`src/hdl/lcg_ranged_random_defines.svh`:
```
// assertion macros for the ranged random generator
`ifndef LCG_RANGED_RANDOM_DEFINES_SVH
`define LCG_RANGED_RANDOM_DEFINES_SVH
`ifndef ASSERT_OFF
`define LRR_ASSERT_IMP(label, clk, rst, ante, cons) \
  label: assert property (@(posedge clk) disable iff (rst) (ante) |-> (cons)) \
    else $error("lrr assertion failed");
`define LRR_ASSERT_NXT(label, clk, rst, ante, cons) \
  label: assert property (@(posedge clk) disable iff (rst) (ante) |=> (cons)) \
    else $error("lrr assertion failed");
`else
`define LRR_ASSERT_IMP(label, clk, rst, ante, cons)
`define LRR_ASSERT_NXT(label, clk, rst, ante, cons)
`endif
`endif

```
`src/hdl/lrr_pkg.sv`:
```
// types and constants shared by the ranged random generator
package lrr_pkg;

  localparam int unsigned DATA_W = 32;
  localparam int unsigned FRAC_W = 24;
  localparam int unsigned MOD_W  = 33;
  localparam int unsigned NUM_W  = 56;
  localparam int unsigned STEP_W = 6;
  localparam int unsigned ADDR_W = 4;

  localparam logic [STEP_W-1:0] STEPS_32   = 6'd32;
  localparam logic [STEP_W-1:0] STEPS_33   = 6'd33;
  localparam logic [STEP_W-1:0] STEPS_FRAC = 6'd56;

  localparam logic [DATA_W-1:0] RESET_MULT = 32'd1103515245;
  localparam logic [DATA_W-1:0] RESET_INC  = 32'd12345;
  localparam logic [DATA_W-1:0] RESET_MOD  = 32'h8000_0000;

  typedef enum logic [1:0] {
    REG_MULT = 2'd0,
    REG_INC  = 2'd1,
    REG_MOD  = 2'd2
  } reg_idx_t;

  typedef enum logic [1:0] {
    OP_MOD  = 2'd0,
    OP_SPAN = 2'd1,
    OP_QUOT = 2'd2,
    OP_FRAC = 2'd3
  } div_op_t;

  typedef enum logic [3:0] {
    ST_IDLE,
    ST_MUL,
    ST_MOD_GO,
    ST_MOD_RUN,
    ST_SPAN_GO,
    ST_SPAN_RUN,
    ST_QUOT_GO,
    ST_QUOT_RUN,
    ST_FRAC_GO,
    ST_FRAC_RUN,
    ST_DONE
  } state_t;

  typedef struct packed {
    logic    load;
    logic    mul;
    logic    start;
    logic    store;
    div_op_t op;
    logic    out_load;
  } dp_cmd_t;

  typedef struct packed {
    logic div_done;
    logic range_error;
    logic out_free;
  } dp_status_t;

endpackage

```
`src/hdl/lcg_ranged_random.sv`:
```
// top level of the ranged random generator: register port, controller, datapath
//
//  channel  | signals                      | direction
//  ---------+------------------------------+----------
//  s_*      | tvalid tready tdata tuser    | in: draw or reseed request
//  m_*      | tvalid tready tdata tuser    | out: state, ranged value, fraction
//  apb      | psel penable pwrite paddr .. | in: multiplier, increment, modulus
//
// one item at a time; each item runs the multiply, then the shared one-bit-per-cycle
// divider for modulus, span, quotient, fraction; empty range skips span and quotient
// s_tready is high only between items; a finished result waits in the output
// register, and the next transaction can be taken while it waits
// rst clears the state word, control and registers to their defaults
`include "lcg_ranged_random_defines.svh"
module lcg_ranged_random (
  input  logic                          clk,
  input  logic                          rst,
  input  logic                          s_tvalid,
  output logic                          s_tready,
  input  logic [95:0]                   s_tdata,   // seed, range_low, range_high
  input  logic                          s_tuser,   // action
  output logic                          m_tvalid,
  input  logic                          m_tready,
  output logic [87:0]                   m_tdata,   // raw, ranged, fraction
  output logic                          m_tuser,   // range_error
  input  logic                          psel,
  input  logic                          penable,
  input  logic                          pwrite,
  input  logic [lrr_pkg::ADDR_W-1:0]    paddr,
  input  logic [31:0]                   pwdata,
  output logic [31:0]                   prdata,
  output logic                          pready
);

  logic [lrr_pkg::DATA_W-1:0] multiplier;
  logic [lrr_pkg::DATA_W-1:0] increment;
  logic [lrr_pkg::DATA_W-1:0] modulus;
  lrr_pkg::reg_idx_t          reg_idx;
  logic                       wr_en;

  lrr_pkg::dp_cmd_t           cmd;
  lrr_pkg::dp_status_t        status;

  logic [lrr_pkg::DATA_W-1:0] raw;
  logic [lrr_pkg::DATA_W-1:0] ranged;
  logic [lrr_pkg::FRAC_W-1:0] fraction;

  assign pready  = 1'b1;
  assign reg_idx = lrr_pkg::reg_idx_t'(paddr[3:2]);
  assign wr_en   = psel && penable && pwrite && pready;

  always_ff @(posedge clk) begin
    if (rst) begin
      multiplier <= lrr_pkg::RESET_MULT;
      increment  <= lrr_pkg::RESET_INC;
      modulus    <= lrr_pkg::RESET_MOD;
    end else if (wr_en) begin
      unique case (reg_idx)
        lrr_pkg::REG_MULT: multiplier <= pwdata;
        lrr_pkg::REG_INC:  increment  <= pwdata;
        lrr_pkg::REG_MOD:  modulus    <= pwdata;
        default: ;
      endcase
    end
  end

  always_comb begin
    unique case (reg_idx)
      lrr_pkg::REG_MULT: prdata = multiplier;
      lrr_pkg::REG_INC:  prdata = increment;
      lrr_pkg::REG_MOD:  prdata = modulus;
      default:           prdata = '0;
    endcase
  end

  lrr_ctrl u_ctrl (
    .clk      (clk),
    .rst      (rst),
    .in_valid (s_tvalid),
    .in_ready (s_tready),
    .cmd      (cmd),
    .status   (status)
  );

  lrr_dp u_dp (
    .clk         (clk),
    .rst         (rst),
    .cmd         (cmd),
    .status      (status),
    .action      (s_tuser),
    .seed        (s_tdata[31:0]),
    .range_low   (s_tdata[63:32]),
    .range_high  (s_tdata[95:64]),
    .multiplier  (multiplier),
    .increment   (increment),
    .modulus     (modulus),
    .out_valid   (m_tvalid),
    .out_ready   (m_tready),
    .raw         (raw),
    .ranged      (ranged),
    .fraction    (fraction),
    .range_error (m_tuser)
  );

  assign m_tdata = {fraction, ranged, raw};

  `LRR_ASSERT_NXT(a_one_item, clk, rst, s_tvalid && s_tready, !s_tready)
  `LRR_ASSERT_IMP(a_store_on_done, clk, rst, cmd.store, status.div_done)
  `LRR_ASSERT_NXT(a_div_not_instant, clk, rst, cmd.start, !cmd.start && !status.div_done)

endmodule

```
`src/hdl/lrr_div.sv`:
```
// restoring divider, one quotient bit per cycle, dividend left aligned
module lrr_div (
  input  logic                         clk,
  input  logic                         rst,
  input  logic                         start,
  input  logic [lrr_pkg::NUM_W-1:0]    dividend,
  input  logic [lrr_pkg::MOD_W-1:0]    divisor,
  input  logic [lrr_pkg::STEP_W-1:0]   steps,
  output logic                         done,
  output logic [lrr_pkg::MOD_W-1:0]    quotient,
  output logic [lrr_pkg::MOD_W-1:0]    remainder
);

  logic                          busy;
  logic [lrr_pkg::STEP_W-1:0]    cnt;
  logic [lrr_pkg::NUM_W-1:0]     num;
  logic [lrr_pkg::MOD_W-1:0]     dsr;
  logic [lrr_pkg::MOD_W:0]       trial;
  logic [lrr_pkg::MOD_W:0]       diff;
  logic                          fits;

  assign trial = {remainder, num[lrr_pkg::NUM_W-1]};
  assign diff  = trial - {1'b0, dsr};
  assign fits  = trial >= {1'b0, dsr};

  always_ff @(posedge clk) begin
    if (rst) begin
      busy <= 1'b0;
      done <= 1'b0;
      cnt  <= '0;
    end else begin
      done <= 1'b0;
      if (start) begin
        busy <= 1'b1;
        cnt  <= steps;
      end else if (busy) begin
        cnt <= cnt - 1'b1;
        if (cnt == lrr_pkg::STEP_W'(1)) begin
          busy <= 1'b0;
          done <= 1'b1;
        end
      end
    end
  end

  always_ff @(posedge clk) begin
    if (start) begin
      num       <= dividend;
      dsr       <= divisor;
      remainder <= '0;
      quotient  <= '0;
    end else if (busy) begin
      num <= {num[lrr_pkg::NUM_W-2:0], 1'b0};
      if (fits) begin
        remainder <= diff[lrr_pkg::MOD_W-1:0];
        quotient  <= {quotient[lrr_pkg::MOD_W-2:0], 1'b1};
      end else begin
        remainder <= trial[lrr_pkg::MOD_W-1:0];
        quotient  <= {quotient[lrr_pkg::MOD_W-2:0], 1'b0};
      end
    end
  end

endmodule

```
`src/hdl/lrr_dp.sv`:
```
// datapath: item registers, multiplier, shared divider and output register
module lrr_dp (
  input  logic                          clk,
  input  logic                          rst,
  input  lrr_pkg::dp_cmd_t              cmd,
  output lrr_pkg::dp_status_t           status,
  input  logic                          action,
  input  logic [lrr_pkg::DATA_W-1:0]    seed,
  input  logic [lrr_pkg::DATA_W-1:0]    range_low,
  input  logic [lrr_pkg::DATA_W-1:0]    range_high,
  input  logic [lrr_pkg::DATA_W-1:0]    multiplier,
  input  logic [lrr_pkg::DATA_W-1:0]    increment,
  input  logic [lrr_pkg::DATA_W-1:0]    modulus,
  output logic                          out_valid,
  input  logic                          out_ready,
  output logic [lrr_pkg::DATA_W-1:0]    raw,
  output logic [lrr_pkg::DATA_W-1:0]    ranged,
  output logic [lrr_pkg::FRAC_W-1:0]    fraction,
  output logic                          range_error
);

  logic [lrr_pkg::DATA_W-1:0]   x;
  logic [lrr_pkg::DATA_W-1:0]   lo;
  logic [lrr_pkg::DATA_W-1:0]   hi;
  logic                         err;
  logic [lrr_pkg::DATA_W-1:0]   prod;
  logic [lrr_pkg::DATA_W-1:0]   current;
  logic [lrr_pkg::MOD_W-1:0]    step_div;
  logic [lrr_pkg::DATA_W-1:0]   rng;
  logic [lrr_pkg::FRAC_W-1:0]   frac;

  logic [2*lrr_pkg::DATA_W-1:0] full_prod;
  logic [lrr_pkg::DATA_W-1:0]   wrapped;
  logic [lrr_pkg::MOD_W-1:0]    mod_eff;
  logic [lrr_pkg::DATA_W-1:0]   span;

  logic [lrr_pkg::NUM_W-1:0]    div_num;
  logic [lrr_pkg::MOD_W-1:0]    div_den;
  logic [lrr_pkg::STEP_W-1:0]   div_steps;
  logic                         div_done;
  logic [lrr_pkg::MOD_W-1:0]    div_quo;
  logic [lrr_pkg::MOD_W-1:0]    div_rem;

  assign full_prod = multiplier * x;
  assign wrapped   = prod + increment;
  // a zero modulus stands for 2^32
  assign mod_eff   = {modulus == '0, modulus};
  assign span      = hi - lo;

  always_comb begin
    case (cmd.op)
      lrr_pkg::OP_MOD: begin
        div_num   = {wrapped, {lrr_pkg::FRAC_W{1'b0}}};
        div_den   = mod_eff;
        div_steps = lrr_pkg::STEPS_32;
      end
      lrr_pkg::OP_SPAN: begin
        div_num   = {mod_eff, {(lrr_pkg::NUM_W-lrr_pkg::MOD_W){1'b0}}};
        div_den   = {1'b0, span};
        div_steps = lrr_pkg::STEPS_33;
      end
      lrr_pkg::OP_QUOT: begin
        div_num   = {current, {lrr_pkg::FRAC_W{1'b0}}};
        div_den   = step_div;
        div_steps = lrr_pkg::STEPS_32;
      end
      default: begin
        div_num   = {current, {lrr_pkg::FRAC_W{1'b0}}};
        div_den   = mod_eff;
        div_steps = lrr_pkg::STEPS_FRAC;
      end
    endcase
  end

  lrr_div u_div (
    .clk       (clk),
    .rst       (rst),
    .start     (cmd.start),
    .dividend  (div_num),
    .divisor   (div_den),
    .steps     (div_steps),
    .done      (div_done),
    .quotient  (div_quo),
    .remainder (div_rem)
  );

  // generator state
  always_ff @(posedge clk) begin
    if (rst) begin
      current <= '0;
    end else if (cmd.store && cmd.op == lrr_pkg::OP_MOD) begin
      current <= div_rem[lrr_pkg::DATA_W-1:0];
    end
  end

  always_ff @(posedge clk) begin
    if (cmd.load) begin
      x   <= action ? seed : current;
      lo  <= range_low;
      hi  <= range_high;
      err <= range_high <= range_low;
      rng <= range_low;
    end
    if (cmd.mul) begin
      prod <= full_prod[lrr_pkg::DATA_W-1:0];
    end
    if (cmd.store) begin
      case (cmd.op)
        lrr_pkg::OP_SPAN: step_div <= div_quo + lrr_pkg::MOD_W'(1);
        lrr_pkg::OP_QUOT: rng      <= lo + div_quo[lrr_pkg::DATA_W-1:0];
        lrr_pkg::OP_FRAC: frac     <= div_quo[lrr_pkg::FRAC_W-1:0];
        default: ;
      endcase
    end
  end

  always_ff @(posedge clk) begin
    if (rst) begin
      out_valid <= 1'b0;
    end else if (cmd.out_load) begin
      out_valid <= 1'b1;
    end else if (out_ready) begin
      out_valid <= 1'b0;
    end
  end

  always_ff @(posedge clk) begin
    if (cmd.out_load) begin
      raw         <= current;
      ranged      <= rng;
      fraction    <= frac;
      range_error <= err;
    end
  end

  assign status.div_done    = div_done;
  assign status.range_error = err;
  assign status.out_free    = !out_valid || out_ready;

endmodule

```
`src/hdl/lrr_ctrl.sv`:
```
// controller: sequences multiply and the four divisions of one item, two of them skipped for an empty range
module lrr_ctrl (
  input  logic                 clk,
  input  logic                 rst,
  input  logic                 in_valid,
  output logic                 in_ready,
  output lrr_pkg::dp_cmd_t     cmd,
  input  lrr_pkg::dp_status_t  status
);

  lrr_pkg::state_t state;
  lrr_pkg::state_t state_next;

  always_ff @(posedge clk) begin
    if (rst) begin
      state <= lrr_pkg::ST_IDLE;
    end else begin
      state <= state_next;
    end
  end

  always_comb begin
    state_next   = state;
    in_ready     = 1'b0;
    cmd          = '0;
    cmd.op       = lrr_pkg::OP_MOD;
    unique case (state)
      lrr_pkg::ST_IDLE: begin
        in_ready = 1'b1;
        if (in_valid) begin
          cmd.load   = 1'b1;
          state_next = lrr_pkg::ST_MUL;
        end
      end
      lrr_pkg::ST_MUL: begin
        cmd.mul    = 1'b1;
        state_next = lrr_pkg::ST_MOD_GO;
      end
      lrr_pkg::ST_MOD_GO: begin
        cmd.start  = 1'b1;
        state_next = lrr_pkg::ST_MOD_RUN;
      end
      lrr_pkg::ST_MOD_RUN: begin
        if (status.div_done) begin
          cmd.store  = 1'b1;
          // empty range skips both range divisions
          state_next = status.range_error ? lrr_pkg::ST_FRAC_GO : lrr_pkg::ST_SPAN_GO;
        end
      end
      lrr_pkg::ST_SPAN_GO: begin
        cmd.op     = lrr_pkg::OP_SPAN;
        cmd.start  = 1'b1;
        state_next = lrr_pkg::ST_SPAN_RUN;
      end
      lrr_pkg::ST_SPAN_RUN: begin
        cmd.op = lrr_pkg::OP_SPAN;
        if (status.div_done) begin
          cmd.store  = 1'b1;
          state_next = lrr_pkg::ST_QUOT_GO;
        end
      end
      lrr_pkg::ST_QUOT_GO: begin
        cmd.op     = lrr_pkg::OP_QUOT;
        cmd.start  = 1'b1;
        state_next = lrr_pkg::ST_QUOT_RUN;
      end
      lrr_pkg::ST_QUOT_RUN: begin
        cmd.op = lrr_pkg::OP_QUOT;
        if (status.div_done) begin
          cmd.store  = 1'b1;
          state_next = lrr_pkg::ST_FRAC_GO;
        end
      end
      lrr_pkg::ST_FRAC_GO: begin
        cmd.op     = lrr_pkg::OP_FRAC;
        cmd.start  = 1'b1;
        state_next = lrr_pkg::ST_FRAC_RUN;
      end
      lrr_pkg::ST_FRAC_RUN: begin
        cmd.op = lrr_pkg::OP_FRAC;
        if (status.div_done) begin
          cmd.store  = 1'b1;
          state_next = lrr_pkg::ST_DONE;
        end
      end
      lrr_pkg::ST_DONE: begin
        if (status.out_free) begin
          cmd.out_load = 1'b1;
          state_next   = lrr_pkg::ST_IDLE;
        end
      end
      default: begin
        state_next = lrr_pkg::ST_IDLE;
      end
    endcase
  end

endmodule
```
`config.mk`:
```
export PLATFORM = sky130hd
export DESIGN_NAME = lcg_ranged_random
export DESIGN_NICKNAME = d
export VERILOG_FILES = /design/src/hdl/lrr_pkg.sv /design/src/hdl/lcg_ranged_random.sv /design/src/hdl/lrr_div.sv /design/src/hdl/lrr_dp.sv /design/src/hdl/lrr_ctrl.sv
export VERILOG_INCLUDE_DIRS = /design/src /design/src/hdl
export SDC_FILE = /design/constraint.sdc
export NUM_CORES = 2
export LEC_CHECK = 0
export BUFFER_PORTS_ARGS = -buffer_cell sky130_fd_sc_hd__buf_4
export CELL_PAD_IN_SITES_DETAIL_PLACEMENT = 0
export CELL_PAD_IN_SITES_GLOBAL_PLACEMENT = 1
export CORE_ASPECT_RATIO = 0.6
export CORE_MARGIN = 4
export CORE_UTILIZATION = 53
export DETAILED_ROUTE_END_ITERATION = 6
export PLACE_DENSITY = 0.89
export SLEW_MARGIN = 20
export SYNTH_ARGS = -nofsm -noshare
export SYNTH_HDL_FRONTEND = slang
export SYNTH_SLANG_ARGS = --single-unit
```
`constraint.sdc`:
```
create_clock -name clk -period 20 [get_ports clk]
set_clock_uncertainty 0.15 [all_clocks]
set_input_delay 3 -clock clk [delete_from_list [all_inputs] [get_ports clk]]
set_output_delay 3 -clock clk [all_outputs]
set_load 0.005 [all_outputs]
```
# Word level (Yosys, flattened, before mapping)
# Cells that the tools add are included.
[word_totals]
reg_bits = 603
input_bits = 140
[classes]
mul = 1
n_mux = 38
eq_ne = 22
order_cmp = 2
bitwise_logic = 1
addsub = 6
reduce_logical = 24
[ops]
columns = ["op", "count"]
rows = [
  ["32-bit 2-to-1 mux", 4],
  ["56-bit 2-to-1 mux", 2],
  ["56-bit one-hot mux with 2 select lines", 1],
  ["32-bit one-hot mux with 3 select lines", 1],
  ["33-bit one-hot mux with 2 select lines", 1],
  ["32-bit adder", 2],
  ["4-bit one-hot mux with 11 select lines", 1],
  ["34-bit by 33-bit >= comparator with 1-bit output", 1],
  ["33-bit by 1-bit adder with 33-bit output, second input constant", 1],
  ["33-bit 2-to-1 mux", 1],
  ["33-bit subtractor", 1],
  ["32-bit less-or-equal comparator", 1],
  ["32-bit logical NOT", 1],
  ["32-bit by 32-bit multiplier with 32-bit output", 1],
  ["32-bit subtractor", 1],
  ["4-bit 2-to-1 mux", 7],
  ["4-bit by 3-bit == test with 1-bit output, second input constant", 4],
  ["1-bit 2-to-1 mux", 16],
  ["4-bit == test, second input constant", 3],
  ["6-bit 2-to-1 mux", 2],
  ["5-bit one-hot mux with 2 select lines", 1],
  ["2-bit AND reduction", 5],
  ["4-bit by 2-bit == test with 1-bit output, second input constant", 2],
  ["2-bit by 1-bit inequality test with 1-bit output, second input constant", 4],
  ["other kinds (18)", 30],
]

# Logic depth before layout (Yosys ltp)
[logic_depth]
word_depth = 7
ltp_mapped = 29
mapped_depth_nobuf = 27

# Cells and area by module
# Synthesis repeated with hierarchy kept, for this count alone.
[unflattened]
hier_cells = 4672
hier_area_um2 = 47095.2
[by_module_without_submodules]
columns = ["module", "cells_each", "seq_area_each_um2", "area_per_inst_um2", "instances"]
rows = [
  ["lrr_dp", 3371, 9559.2, 33862.5, 1],
  ["lrr_div", 769, 4154.0, 8287.9, 1],
  ["lcg_ranged_random", 484, 1921.8, 4580.6, 1],
  ["lrr_ctrl", 48, 80.1, 364.1, 1],
]

# Worst setup path after synthesis
# No wires, ideal clock.
[synth_timing]
path_type = "input to register"
startpoint = "in m_tready"
endpoint = "reg u_dp.fraction[0] in the netlist's numbering (enable)"
setup_time_ns = 0.537
required_ns = 19.313
n_path_buf = 0
arrival_ns = 6.789
slack_ns = 12.523
path_stages = 2
cell_sequence = "nor2b_1 > nor2_1"
[synth_rtl]
columns = ["item", "line_no", "source"]
rows = [
  ["from (decl)", "lcg_ranged_random.sv:23", "input logic m_tready,"],
  ["to (signal assigned)", "lrr_dp.sv:131", "fraction <= frac;"],
  ["to (decl)", "lrr_dp.sv:18", "output logic [lrr_pkg::FRAC_W-1:0] fraction,"],
]

# Final worst setup path
[layout_timing]
startpoint = "reg multiplier[14] in the netlist's numbering"
endpoint = "reg u_dp.prod[31] in the netlist's numbering (data pin)"
[layout_between]
elab_chain_cells = 1
[layout_rtl]
columns = ["item", "line_no", "source"]
rows = [
  ["from (decl)", "lcg_ranged_random.sv:35", "logic [lrr_pkg::DATA_W-1:0] multiplier;"],
  ["from (signal assigned)", "lcg_ranged_random.sv:54", "multiplier <= lrr_pkg::RESET_MULT;"],
  ["from (signal assigned)", "lcg_ranged_random.sv:59", "lrr_pkg::REG_MULT: multiplier <= pwdata;"],
  ["32-bit by 32-bit multiplier with 32-bit output", "lrr_dp.sv:44", "assign full_prod = multiplier * x;"],
  ["named net u_dp.full_prod (one bit)", "lrr_dp.sv:32", "logic [2*lrr_pkg::DATA_W-1:0] full_prod;"],
  ["to (signal assigned)", "lrr_dp.sv:105", "prod <= full_prod[lrr_pkg::DATA_W-1:0];"],
  ["to (decl)", "lrr_dp.sv:26", "logic [lrr_pkg::DATA_W-1:0] prod;"],
]
# The timed path passes the listed nets, and every way through them passes these cells.
# A chain may end at the register's enable or synchronous reset.

==> results.yml <==
timing:
  hold_viol: 0
  finalMaxSlewViolations: 0
  fin_crit_sh: 0.449
  rsz0062_at_grt: "false"
  slew_headroom: 0.183
  clock.fmax_mhz: 111
  tightest_slew_ps: 1230
  period_needed_ps: 8970
  final-setup-viol-count: 0
  tns_ps: 0
layout:
  layout.nets: 5670
  drive_gt1_frac: 0.0974
  layout_common_cells: "nand2_1, inv_1, fa_1"
  final_common_cell: "nand2_1"
  area_growth_pct: 11.0
  stdcell_area_mm2: 0.0499
synthesis:
  synth_warnings: 0
  synth_seq_cells: 580
  synth_compound_area_frac: 0.118
  synth_mux_area_frac: 0.0264
  synthTopCellsByArea: "edfxtp_1, fa_1, dfxtp_1"
  syn_nets: 5527
  synthAdderAreaFrac: 0.264
  yosysTopAreaCell: "edfxtp_1"
  yosysUniqueCellTypes: 74
  synth_edf_count: 341
  async_reset_ff_frac: 0
  synth_simple_gate_area_frac: 0.150
  synth_top_area_share: 0.228
  netlist_area_mm2: 0.0450
  synth_top_family_by_area: "adder cells"
  syn-mean-instance-area_um2: 9.59
  ys.flop_type: "edfxtp_1"
  ys_seq_area_frac: 0.334
  syn_inst: 4686
  synthXorXnorAreaFrac: 0.0431
die:
  die_y_um: 234
  die_w_um: 384
  start_util: 0.536
  pin_count: 264
  core_area_mm2: 0.0838
  die_area_mm2: 0.0897
  num_rows: 82
clock_tree:
  ctsResizeCount: 0
  path_clk_slew_ps: 70
  cts_tree: "yes"
  ctsHoldBuffers: 0
  cts_buffer_depth: 3
  cts_buffers: 58
  clock-sinks: 580
  clkLatencyLatePin_ps: 650
  clock-root-buffer: "clkbuf_16"
  h-tree-depth: 2
  post_cts_buffers: 0
global_routing:
  grt.busiest_layer: "met1"
  grt_usage: 0.302
  grt.met3_usage: 0.0929
  grt_max_degree: 75
  use_met2: 0.410
  antenna_found_initial: 5
  grt_use_met1: 0.464
  grt_pass1_wl_um: 206000
  gr-total-overflow: 0
  grt_pass1_vias: 33600
routing:
  vias: 35100
  drcViolationCount: 0
  avgViaCountPerCell: 5.84
  drt-initial-drc-count: 3680
  routed_wl_um: 136000
  route.antenna.remaining_nets: 0
  routedWlPerCell_um: 22.6
  first_pass_iters: 6
place:
  gp_routability_congestion: 0.997
  place_area_mm2: 0.0479
  numPortBuffers: 260
  hpwl_um: 102000
worst_setup_path:
  crit_fanout: 20
  cp.arrival_ps: 9200
  path_common_cell: "fa_1"
  startpoint_type: "register"
  critPathMaxStageDelay_ps: 1110
  slowest_stage: "dfxtp_1"
  endpoint_kind: "register"
  worstSetupPathType: "register to register"
  cp_data_required_time_ps: 20230
  worstPathCellList: "and2_1 > fa_1 > inv_1 > fa_1 > fa_1 > fa_1 > inv_1 > fa_1 > inv_1 > fa_1 > inv_1 > fa_1 > fa_1 > ha_1 > a21o_1 > a21oi_1 > inv_1 > a21o_1 > a21oi_1 > a22oi_1 > a221o_1 > nor4_1 > o41ai_1 > xnor2_1"
min_path:
  hp-class: "register to register"
flow_run:
  cap_violations: 0
status:
  status: "complete, no violations"
==> synth_stat cells (all sizes together) (18+ instances only) <==
cell / number
buf: 23
a22oi: 20
dfxtp: 239
nand3b: 27
xnor2: 148
clkbuf: 213
mux2i: 79
edfxtp: 341
inv: 528
o21bai: 19
a221o: 18
nor3: 40
nand2: 684
o21a: 27
xor2: 73
nor2: 181
a21o: 83
nand3: 45
a21oi: 330
nand2b: 33
a211oi: 33
fa: 412
ha: 289
mux2: 35
o21ai: 229
o211ai: 19
nand4: 25
and2: 301
nor2b: 34
==> metal layers <==
metal / up-vias / part of all wire / wire (µm)
li1: 15900 / - / -
met1: 17100 / 0.45 / 61100
met2: 1896 / 0.39 / 53500
met3: 199 / 0.13 / 17800
met4: 0 / 0.026 / 3590
met5: - / 0 / 0
==> through the flow <==
step / util / worst slack (ps) / hold WS [ps] / cells
after floorplan: - / 12520 / 250 / 4686
after global placement: 0.572 / 11350 / 251 / 5901
after detailed placement: 0.572 / 11240 / 255 / 5901
after CTS: 0.595 / 11210 / 262 / 6010
after global routing: 0.595 / 10840 / 277 / 6012
final: 0.595 / 11030 / 269 / 6013
==> registers in the layout, indices dropped and copies added, names as in the netlist, 33 cells and up <==
signal,cells
u_dp.u_div.quotient,33
u_dp.u_div.num,33
u_dp.u_div.dsr,33
u_dp.step_div,33
u_dp.u_div.remainder,33
==> worst paths after layout <==
kind | start | end | cells past startpoint | slack, ps
setup / recovery | multiplier[14]$_SDFFE_PP1P_ | u_dp.prod[31]$_DFFE_PN_ | 24 | 11030
hold reg to reg | u_dp.frac[7]$_DFFE_PP_ | u_dp.fraction[7]$_DFFE_PP_ | 0 | 270
hold / removal | u_dp.frac[7]$_DFFE_PP_ | u_dp.fraction[7]$_DFFE_PP_ | 0 | 270
setup reg to reg | multiplier[14]$_SDFFE_PP1P_ | u_dp.prod[31]$_DFFE_PN_ | 24 | 11030
==> cells by family (layout without fill, tap and decap cells) <==
kind of cell             after synthesis  after routing
buffers and inverters                764            956
XOR/XNOR                             221            221
AO/OA/AOI/OAI                        876            876
AND/OR/NAND/NOR                     1429           1429
adder cells (fa/ha/maj)              701            701
flip-flops                           580            580
multiplexers                         114            114
other                                  1              2
==> critical path: cells and delay by family (launching register included) <==
| kind | cells | cell delay, ps |
|---|---|---|
| fa+ha+maj | 9 | 4160 |
| simple gates | 2 | 520 |
| compound gates | 7 | 2270 |
| xor+xnor | 1 | 140 |
| flops | 1 | 1110 |
| buf+inv | 5 | 310 |
==> final cells by class <==
type	instances	area (µm²)
fill	7188	33900
tap	1134	1420
clock inverter	35	324
inverter	528	1990
multi-input combinational	3342	27100
sequential	580	15000
timing repair buffer	319	2410
clock buffer	74	1600
antenna	1	2.50
Power is left out: the tool's default activity adds up to more than one toggle a clock period on the data nets, which glitch-free logic cannot reach.
